## config.mk

```make
export PLATFORM = sky130hd
export DESIGN_NAME = hsl_to_rgb_convert_unit
export DESIGN_NICKNAME = d
export VERILOG_FILES = /design/src/hdl/hsl2rgb_pkg.sv /design/src/hdl/hsl_to_rgb_convert_unit.sv
export SDC_FILE = /design/constraint.sdc
export NUM_CORES = 2
export LEC_CHECK = 0
export ABC_CLOCK_PERIOD_IN_PS = 16500
export BUFFER_PORTS_ARGS = -buffer_cell sky130_fd_sc_hd__buf_2
export CORE_MARGIN = 4
export CORE_UTILIZATION = 38
export DETAILED_ROUTE_END_ITERATION = 10
export GPL_TIMING_DRIVEN = 0
export SETUP_SLACK_MARGIN = 0.3
export SYNTH_ARGS = -nofsm -noshare
export SYNTH_HDL_FRONTEND = slang
export SYNTH_SLANG_ARGS = --single-unit
```

## constraint.sdc

```tcl
create_clock -name aclk -period 16.5 [get_ports aclk]
set_input_delay 0.825 -clock aclk [delete_from_list [all_inputs] [get_ports aclk]]
set_output_delay 0.825 -clock aclk [all_outputs]
set_load 0.03 [all_outputs]
```

## src/hdl/hsl2rgb_pkg.sv

```systemverilog
// ----------------------------------------------------------------------------
// hsl2rgb_pkg
// Shared constants and types for the HSL to RGB colour converter: hue
// geometry, the reciprocal multipliers that replace constant divisions,
// and the hue sector encoding.
// ----------------------------------------------------------------------------
package hsl2rgb_pkg;

    // Default number of internal fraction bits.
    localparam int FRACTION_BITS_DEF = 16;

    // Hue geometry in sixteenths of a degree.
    localparam int HUE_FULL   = 5760;
    localparam int HUE_SECTOR = 960;
    // Multiple of both HUE_FULL and HUE_SECTOR that lifts any 16-bit signed hue
    // above zero without changing it modulo either.
    localparam int HUE_BIAS   = 34560;

    // Division of an 11-bit value by 15: multiply and shift right.
    localparam int DIV15_NARROW_MUL   = 4370;
    localparam int DIV15_NARROW_SHIFT = 16;
    // Division of a value below 2^28.19 by 15: multiply and shift right.
    localparam int DIV15_WIDE_MUL     = 286331154;
    localparam int DIV15_WIDE_SHIFT   = 32;
    // Division of a 7-bit value by 6: multiply and shift right.
    localparam int DIV6_MUL           = 43;
    localparam int DIV6_SHIFT         = 8;

    // Largest byte value.
    localparam logic [7:0] BYTE_MAX = 8'hFF;

    // Sixty-degree hue sectors, in the order they appear around the wheel.
    typedef enum logic [2:0] {
        SECT_RED_YELLOW     = 3'd0,
        SECT_YELLOW_GREEN   = 3'd1,
        SECT_GREEN_CYAN     = 3'd2,
        SECT_CYAN_BLUE      = 3'd3,
        SECT_BLUE_MAGENTA   = 3'd4,
        SECT_MAGENTA_RED    = 3'd5
    } sector_t;

endpackage

```

## src/hdl/hsl_to_rgb_convert_unit.sv

```systemverilog
// ----------------------------------------------------------------------------
// hsl_to_rgb_convert_unit
// Converts one HSLA colour per item into an 8-bit ARGB colour.
// ----------------------------------------------------------------------------
// Usage:
// An item enters on the s_ channel: hue is a signed angle in sixteenths of a
// degree (any value, wrapped modulo 360 degrees); saturation, lightness and
// alpha are unsigned Q0.16 fractions where the all-ones code means one.
// Each item leaves on the m_ channel as four bytes: alpha, red, green, blue.
// Every input item gives exactly one result item, in order.
// Throughput is one item per cycle unless a result waits with m_tready low;
// the six register stages (hue wrap, chroma multiply, secondary multiply,
// divide-by-960 reciprocal multiply, sector select, scale by 255) each
// hold one item, and the last stage is the output register.
// When the receiver holds m_tready low with a result waiting, every stage
// holds its item and s_tready drops in the same cycle, so nothing is lost
// or repeated; empty stages are never skipped over.
// Reset (aresetn low at a clock edge) empties the pipeline; the block keeps
// no other state.
// ----------------------------------------------------------------------------
module hsl_to_rgb_convert_unit
    import hsl2rgb_pkg::*;
#(
    parameter int FRACTION_BITS = FRACTION_BITS_DEF
) (
    input  logic        aclk,
    input  logic        aresetn,
    // Input channel.
    input  logic        s_tvalid,
    output logic        s_tready,
    // [15:0] hue, [31:16] saturation, [47:32] lightness, [63:48] alpha_in
    input  logic [63:0] s_tdata,
    // Result channel.
    output logic        m_tvalid,
    input  logic        m_tready,
    // [7:0] alpha_out, [15:8] red, [23:16] green, [31:24] blue
    output logic [31:0] m_tdata
);

    localparam int F       = FRACTION_BITS;
    localparam int VW      = F + 1;          // values from zero to one
    localparam int TW      = F + 2;          // twice a value
    localparam int SW      = F + 3;          // channel sum before scaling
    localparam int NSTAGES = 6;

    localparam logic [VW-1:0] ONE = VW'(1) << F;

    // Pipeline control: the whole pipe advances unless a result waits.
    logic               adv;
    logic [NSTAGES-1:0] valid_reg;
    logic [NSTAGES-1:0] valid_next;

    assign adv      = !m_tvalid || m_tready;
    assign s_tready = adv;
    assign m_tvalid = valid_reg[NSTAGES-1];

    assign valid_next = {valid_reg[NSTAGES-2:0], s_tvalid};

    always_ff @(posedge aclk) begin
        if (!aresetn) begin
            valid_reg <= '0;
        end else if (adv) begin
            valid_reg <= valid_next;
        end
    end

    // ------------------------------------------------------------------
    // Stage 1: widen fractions, lightness distance, hue bias and coarse
    // division of the hue by 960, alpha byte.
    // ------------------------------------------------------------------
    logic [15:0]   hue_in;
    logic [16:0]   sat_ext;
    logic [16:0]   light_ext;
    logic [16:0]   alpha_ext;
    logic [VW-1:0] sat_w;
    logic [VW-1:0] light_w;
    logic [VW-1:0] alpha_w;
    logic [TW-1:0] twol;
    logic [VW-1:0] light_dist;
    logic [10:0]   hue_hi;
    logic [23:0]   hue_div_prod;
    logic [VW+7:0] alpha_prod;
    logic [8:0]    alpha_scaled;

    logic [VW-1:0] sat1_reg,   sat1_next;
    logic [TW-1:0] twol1_reg,  twol1_next;
    logic [VW-1:0] omd1_reg,   omd1_next;
    logic [16:0]   hpos1_reg,  hpos1_next;
    logic [6:0]    hq1_reg,    hq1_next;
    logic [7:0]    ab1_reg,    ab1_next;

    always_comb begin
        hue_in    = s_tdata[15:0];
        sat_ext   = (s_tdata[31:16] == 16'hFFFF) ? 17'h10000 : {1'b0, s_tdata[31:16]};
        light_ext = (s_tdata[47:32] == 16'hFFFF) ? 17'h10000 : {1'b0, s_tdata[47:32]};
        alpha_ext = (s_tdata[63:48] == 16'hFFFF) ? 17'h10000 : {1'b0, s_tdata[63:48]};
        sat_w     = VW'(({{F{1'b0}}, sat_ext} << F) >> 16);
        light_w   = VW'(({{F{1'b0}}, light_ext} << F) >> 16);
        alpha_w   = VW'(({{F{1'b0}}, alpha_ext} << F) >> 16);

        // Distance of twice the lightness from one.
        twol = {light_w, 1'b0};
        if (twol >= TW'(ONE)) begin
            light_dist = VW'(twol - TW'(ONE));
        end else begin
            light_dist = VW'(TW'(ONE) - twol);
        end

        // Biased hue is positive; divide by 960 as a shift by 6 then by 15.
        hpos1_next   = {hue_in[15], hue_in} + 17'(HUE_BIAS);
        hue_hi       = hpos1_next[16:6];
        hue_div_prod = 24'(hue_hi) * 24'(DIV15_NARROW_MUL);
        hq1_next     = hue_div_prod[DIV15_NARROW_SHIFT +: 7];

        alpha_prod   = (VW+8)'(alpha_w) * (VW+8)'(255);
        alpha_scaled = alpha_prod[F +: 9];
        ab1_next     = alpha_scaled[8] ? BYTE_MAX : alpha_scaled[7:0];

        sat1_next  = sat_w;
        twol1_next = twol;
        omd1_next  = ONE - light_dist;
    end

    always_ff @(posedge aclk) begin
        if (adv) begin
            sat1_reg  <= sat1_next;
            twol1_reg <= twol1_next;
            omd1_reg  <= omd1_next;
            hpos1_reg <= hpos1_next;
            hq1_reg   <= hq1_next;
            ab1_reg   <= ab1_next;
        end
    end

    // ------------------------------------------------------------------
    // Stage 2: chroma, position inside the sector and the sector itself.
    // ------------------------------------------------------------------
    logic [2*VW-1:0] chroma_prod;
    logic [10:0]     sect_rem;
    logic [11:0]     div6_prod;
    logic [3:0]      wraps;

    logic [VW-1:0] c2_reg,    c2_next;
    logic [TW-1:0] twol2_reg, twol2_next;
    logic [9:0]    pos2_reg,  pos2_next;
    sector_t       sect2_reg, sect2_next;
    logic [7:0]    ab2_reg,   ab2_next;

    always_comb begin
        chroma_prod = (2*VW)'(omd1_reg) * (2*VW)'(sat1_reg);
        c2_next     = chroma_prod[F +: VW];

        // Remainder of the coarse division gives the top bits of the position.
        sect_rem  = hpos1_reg[16:6] - 11'(hq1_reg) * 11'd15;
        pos2_next = {sect_rem[3:0], hpos1_reg[5:0]};

        // Sector number is the quotient modulo six.
        div6_prod  = 12'(hq1_reg) * 12'(DIV6_MUL);
        wraps      = div6_prod[DIV6_SHIFT +: 4];
        sect2_next = sector_t'(3'(hq1_reg - 7'(wraps) * 7'd6));

        twol2_next = twol1_reg;
        ab2_next   = ab1_reg;
    end

    always_ff @(posedge aclk) begin
        if (adv) begin
            c2_reg    <= c2_next;
            twol2_reg <= twol2_next;
            pos2_reg  <= pos2_next;
            sect2_reg <= sect2_next;
            ab2_reg   <= ab2_next;
        end
    end

    // ------------------------------------------------------------------
    // Stage 3: triangle-wave weight, chroma times weight, doubled offset.
    // ------------------------------------------------------------------
    logic [9:0] weight;

    logic [VW+9:0] p3_reg,    p3_next;
    logic [VW-1:0] c3_reg,    c3_next;
    logic [TW-1:0] m3_reg,    m3_next;
    sector_t       sect3_reg, sect3_next;
    logic [7:0]    ab3_reg,   ab3_next;

    always_comb begin
        // Odd sectors run the weight downwards.
        if (sect2_reg[0]) begin
            weight = 10'(HUE_SECTOR) - pos2_reg;
        end else begin
            weight = pos2_reg;
        end
        p3_next = (VW+10)'(c2_reg) * (VW+10)'(weight);

        if (twol2_reg >= TW'(c2_reg)) begin
            m3_next = twol2_reg - TW'(c2_reg);
        end else begin
            m3_next = '0;
        end

        c3_next    = c2_reg;
        sect3_next = sect2_reg;
        ab3_next   = ab2_reg;
    end

    always_ff @(posedge aclk) begin
        if (adv) begin
            p3_reg    <= p3_next;
            c3_reg    <= c3_next;
            m3_reg    <= m3_next;
            sect3_reg <= sect3_next;
            ab3_reg   <= ab3_next;
        end
    end

    // ------------------------------------------------------------------
    // Stage 4: secondary component, product divided by 960 as a shift by
    // 6 and a reciprocal multiply by 1/15.
    // ------------------------------------------------------------------
    logic [VW+3:0]  p_shr;
    logic [VW+32:0] x_prod;

    logic [VW-1:0] x4_reg,    x4_next;
    logic [VW-1:0] c4_reg,    c4_next;
    logic [TW-1:0] m4_reg,    m4_next;
    sector_t       sect4_reg, sect4_next;
    logic [7:0]    ab4_reg,   ab4_next;

    always_comb begin
        p_shr      = p3_reg[VW+9:6];
        x_prod     = (VW+33)'(p_shr) * (VW+33)'(DIV15_WIDE_MUL);
        x4_next    = x_prod[DIV15_WIDE_SHIFT +: VW];
        c4_next    = c3_reg;
        m4_next    = m3_reg;
        sect4_next = sect3_reg;
        ab4_next   = ab3_reg;
    end

    always_ff @(posedge aclk) begin
        if (adv) begin
            x4_reg    <= x4_next;
            c4_reg    <= c4_next;
            m4_reg    <= m4_next;
            sect4_reg <= sect4_next;
            ab4_reg   <= ab4_next;
        end
    end

    // ------------------------------------------------------------------
    // Stage 5: place chroma and secondary by sector, add the offset.
    // ------------------------------------------------------------------
    logic [VW-1:0] comp_r;
    logic [VW-1:0] comp_g;
    logic [VW-1:0] comp_b;

    logic [SW-1:0] sum_r5_reg, sum_r5_next;
    logic [SW-1:0] sum_g5_reg, sum_g5_next;
    logic [SW-1:0] sum_b5_reg, sum_b5_next;
    logic [7:0]    ab5_reg,    ab5_next;

    always_comb begin
        case (sect4_reg)
            SECT_RED_YELLOW: begin
                comp_r = c4_reg; comp_g = x4_reg; comp_b = '0;
            end
            SECT_YELLOW_GREEN: begin
                comp_r = x4_reg; comp_g = c4_reg; comp_b = '0;
            end
            SECT_GREEN_CYAN: begin
                comp_r = '0;     comp_g = c4_reg; comp_b = x4_reg;
            end
            SECT_CYAN_BLUE: begin
                comp_r = '0;     comp_g = x4_reg; comp_b = c4_reg;
            end
            SECT_BLUE_MAGENTA: begin
                comp_r = x4_reg; comp_g = '0;     comp_b = c4_reg;
            end
            default: begin
                comp_r = c4_reg; comp_g = '0;     comp_b = x4_reg;
            end
        endcase
        sum_r5_next = {1'b0, comp_r, 1'b0} + SW'(m4_reg);
        sum_g5_next = {1'b0, comp_g, 1'b0} + SW'(m4_reg);
        sum_b5_next = {1'b0, comp_b, 1'b0} + SW'(m4_reg);
        ab5_next    = ab4_reg;
    end

    always_ff @(posedge aclk) begin
        if (adv) begin
            sum_r5_reg <= sum_r5_next;
            sum_g5_reg <= sum_g5_next;
            sum_b5_reg <= sum_b5_next;
            ab5_reg    <= ab5_next;
        end
    end

    // ------------------------------------------------------------------
    // Stage 6 (output register): scale by 255 and truncate to bytes.
    // ------------------------------------------------------------------
    logic [SW+7:0] scaled_r;
    logic [SW+7:0] scaled_g;
    logic [SW+7:0] scaled_b;

    logic [7:0] red6_reg,   red6_next;
    logic [7:0] green6_reg, green6_next;
    logic [7:0] blue6_reg,  blue6_next;
    logic [7:0] ab6_reg,    ab6_next;

    always_comb begin
        scaled_r = (SW+8)'(sum_r5_reg) * (SW+8)'(255);
        scaled_g = (SW+8)'(sum_g5_reg) * (SW+8)'(255);
        scaled_b = (SW+8)'(sum_b5_reg) * (SW+8)'(255);
        // Anything above a byte saturates.
        red6_next   = (scaled_r[F+1 +: 10] > 10'(BYTE_MAX)) ? BYTE_MAX
                                                            : scaled_r[F+1 +: 8];
        green6_next = (scaled_g[F+1 +: 10] > 10'(BYTE_MAX)) ? BYTE_MAX
                                                            : scaled_g[F+1 +: 8];
        blue6_next  = (scaled_b[F+1 +: 10] > 10'(BYTE_MAX)) ? BYTE_MAX
                                                            : scaled_b[F+1 +: 8];
        ab6_next    = ab5_reg;
    end

    always_ff @(posedge aclk) begin
        if (adv) begin
            red6_reg   <= red6_next;
            green6_reg <= green6_next;
            blue6_reg  <= blue6_next;
            ab6_reg    <= ab6_next;
        end
    end

    assign m_tdata = {blue6_reg, green6_reg, red6_reg, ab6_reg};

    // ------------------------------------------------------------------
    // Assertions.
    // ------------------------------------------------------------------

    // Reset leaves the pipeline empty.
    a_reset_empty: assert property (@(posedge aclk)
        !aresetn |=> (valid_reg == '0))
        else $error("pipeline not empty after reset");

    // A held result freezes every stage's occupancy.
    a_stall_freezes: assert property (@(posedge aclk) disable iff (!aresetn)
        (m_tvalid && !m_tready) |=> $stable(valid_reg))
        else $error("pipeline moved while the output was stalled");

    // An accepted item occupies the first stage on the next cycle.
    a_accept_enters: assert property (@(posedge aclk) disable iff (!aresetn)
        (s_tvalid && s_tready) |=> valid_reg[0])
        else $error("accepted item did not enter the pipeline");

endmodule
```

==> metrics.txt <==
clock root buffer=clkbuf_16; Synth top area share=slightly above 30%; post-route cell area=around 0.05 mm²; crit-path most repeated cell=fa_1; Hold Buf Count CTS=0; CP Max Fanout=10; Setup TNS=0 ps; core area=between 0.1 and 0.15 mm²; largest net degree at the start of global routing=134; worst min path class=in2reg; share of cells above drive strength 1=between 4 and 5%; Placed Area=0.0496 mm²; max cap viols=0; DR pass1 iterations=5; Synth Flop Type=edfxtp_1; Rows=roughly 130; Yosys cell types=80; post-CTS sizing=0; clk slew on worst S/H paths=60 ps; initial DRC count=~1600; GRT Overall Usage=between 10% and 20%; WP data required=about 17000 ps; Vias/cell=slightly below 5; IO Port Bufs=100; Initial Util=between 30% and 40%; status=complete, no violations; Die Area=approximately 0.13 mm²; Slew Limit Fails=0; Sequential Area=around 0.011 mm²; Worst EP arrival=around 9000 ps; RSZ-0062 raised after global routing=false; Syn Area/Cell=around 10 µm²; RD Place Congestion=about 0.9; Routed WL=about 100000 µm; DRT antenna net count=0; R2R Path End=p3_reg[26]; Critical Path Source=pos2_reg[0]; Clock Skews=about 45 ps; # fillers=11800; Final min period=between 8000 and 9000 ps; hold path start=s_tdata[3]; first-pass GRT wire length=between 150000 and 200000 µm; Seq/Total Area, Yosys=22.9%; DR DRC count=0; Routed wire per std cell=15.9 µm; Worst slew margin=18.9%; Final nets=slightly above 6000; post-CTS setup buffer count=0; max reg flops=21; R2R depth=26; CP Capture Type=flip-flop; CTS tree=done; vias in the first global route=~32000; FF-to-FF Start=pos2_reg[0]; clk_lat worst skew=between 600 and 700 ps; endpoints failing setup=0; Post-Syn Nets=about 5900; CP max stage cell=xnor2_1; Seq cells post-synth=between 300 and 400; Synth area leaders=fa_1 (31%), edfxtp_1 (23%), ha_1 (17%), inv_1 (8.0%), nand2_1 (3.2%); Crit Path Class=reg2reg; Worst Tran Pin Value=1200 ps; Peak Freq=~0.12 GHz; footprint of the multi-input gates=~0.032 mm²; Die Y=360 µm; final hold vios=0; Boundary Pins=~100; CTS H-tree depth=2; Die W=360 µm; fraction of registers with async set/reset=0%; biggest area consumer among synthesized cells=fa_1; CTS Buf Count=43; EDFF count, synth=roughly 350; clock sink count=between 300 and 400; DP HPWL=roughly 84000 µm; GR Overflow Total=0; Critical path destination=p3_reg[26]; Tcrit/Tclk final=51.1%; critical path's largest stage delay=roughly 650 ps; Yosys warning total=0; Synth Cell Area=0.0470 mm²; crit path launch type=flip-flop; Vias=around 31000; R2R Setup Slk=just over 8000 ps; post-synthesis cell count=roughly 4500; antenna violations before repair=5; Hold Crit Depth=1; Clock Tree Buf Depth=3; Area Overhead vs Synth=8.80%
worst max-delay path, delay by kind of cell, from the launching register on:
family / cells / cell delay, ps
compound gates: 6 / 1590
xor+xnor: 2 / 720
fa+ha+maj: 7 / 3230
buf+inv: 6 / 1280
flops: 1 / 420
simple gates: 5 / 890
routing by layer:
layer  wire length, µm  global-route usage, %  vias to the layer above
met5                 0                      0                        -
met4              1950                   3.29                        0
met3              5060                   2.37                      109
met2             47800                   26.4                      606
met1             45200                   21.7                    15100
li1                  -                      -                    14700
synth_stat cells, types with 5 or more instances:
cell,n
o21bai_1,15
a31o_2,5
xor2_1,68
a21o_1,77
nand2b_1,26
nand3_1,46
nor2b_1,37
mux2i_1,8
o22ai_1,5
a31oi_1,14
o211ai_1,9
a211oi_1,17
a21boi_0,16
fa_1,721
nand4_1,30
a22o_1,33
dfxtp_1,6
inv_1,1005
ha_1,637
mux2_2,6
o21ai_0,92
and3_1,18
xnor2_1,130
or2_2,6
and4_1,6
o41ai_1,5
clkbuf_1,72
and2_1,115
a21oi_1,113
nand2_1,404
nor4_1,10
or3_1,15
o21a_1,28
nor3_1,43
nor2_1,191
a211o_1,10
edfxtp_1,354
o31ai_1,7
final cells by class:
class                      count  share of cell area [%]
antenna                        2                 0.00980
buffer                        79                   0.598
timing repair buffer         102                    1.09
clock buffer                  49                    2.15
inverter                    1006                    7.42
multi-input combinational   3032                    62.9
clock inverter                30                   0.845
tap                         1625                    3.98
sequential                   360                    21.0
cell usage in the layout (no fill, tap or decap), drive strengths merged, types with 33 or more instances in the layout:
| master | netlist | final |
|---|---|---|
| ha | 637 | 637 |
| nor2 | 191 | 191 |
| a21oi | 114 | 114 |
| a21o | 77 | 77 |
| inv | 1005 | 1011 |
| nor3 | 43 | 43 |
| buf | 7 | 109 |
| xor2 | 68 | 68 |
| a22o | 33 | 33 |
| fa | 721 | 721 |
| nor2b | 37 | 37 |
| xnor2 | 130 | 130 |
| nand2 | 404 | 404 |
| edfxtp | 354 | 354 |
| clkbuf | 72 | 121 |
| o21ai | 96 | 96 |
| and2 | 117 | 117 |
| nand3 | 46 | 46 |
stage by stage:
step	worst slack, ps	std cells	hold slack, ps	util, %
floorplan	7610	4477	400	-
global placement	3390	6202	403	40.5
detailed placement	8180	6204	405	40.6
CTS	8100	6283	348	41.8
global route	7570	6285	358	41.8
finish	8070	6285	395	41.8
logic make-up (layout without fill, tap and decap cells):
group	after synthesis	count (layout)	share of synthesized area, %
compound gates	496	496	7.13
xor+xnor	198	198	3.69
fa+ha+maj	1358	1358	47.7
buf+inv	1085	1266	8.70
flops	360	360	22.9
mux	14	14	0.314
other cells	1	3	0.00799
simple gates	965	965	9.56
how the worst min path moves through the flow:
stage | to
CTS | hpos1_reg[3]
floorplan | ab2_reg[0]
global placement | ab6_reg[0]
global route | hpos1_reg[5]
detailed placement | ab2_reg[7]
finish | hpos1_reg[3]
Power is left out: the tool's default activity adds up to more than one toggle a clock period on the data nets, which glitch-free logic cannot reach.
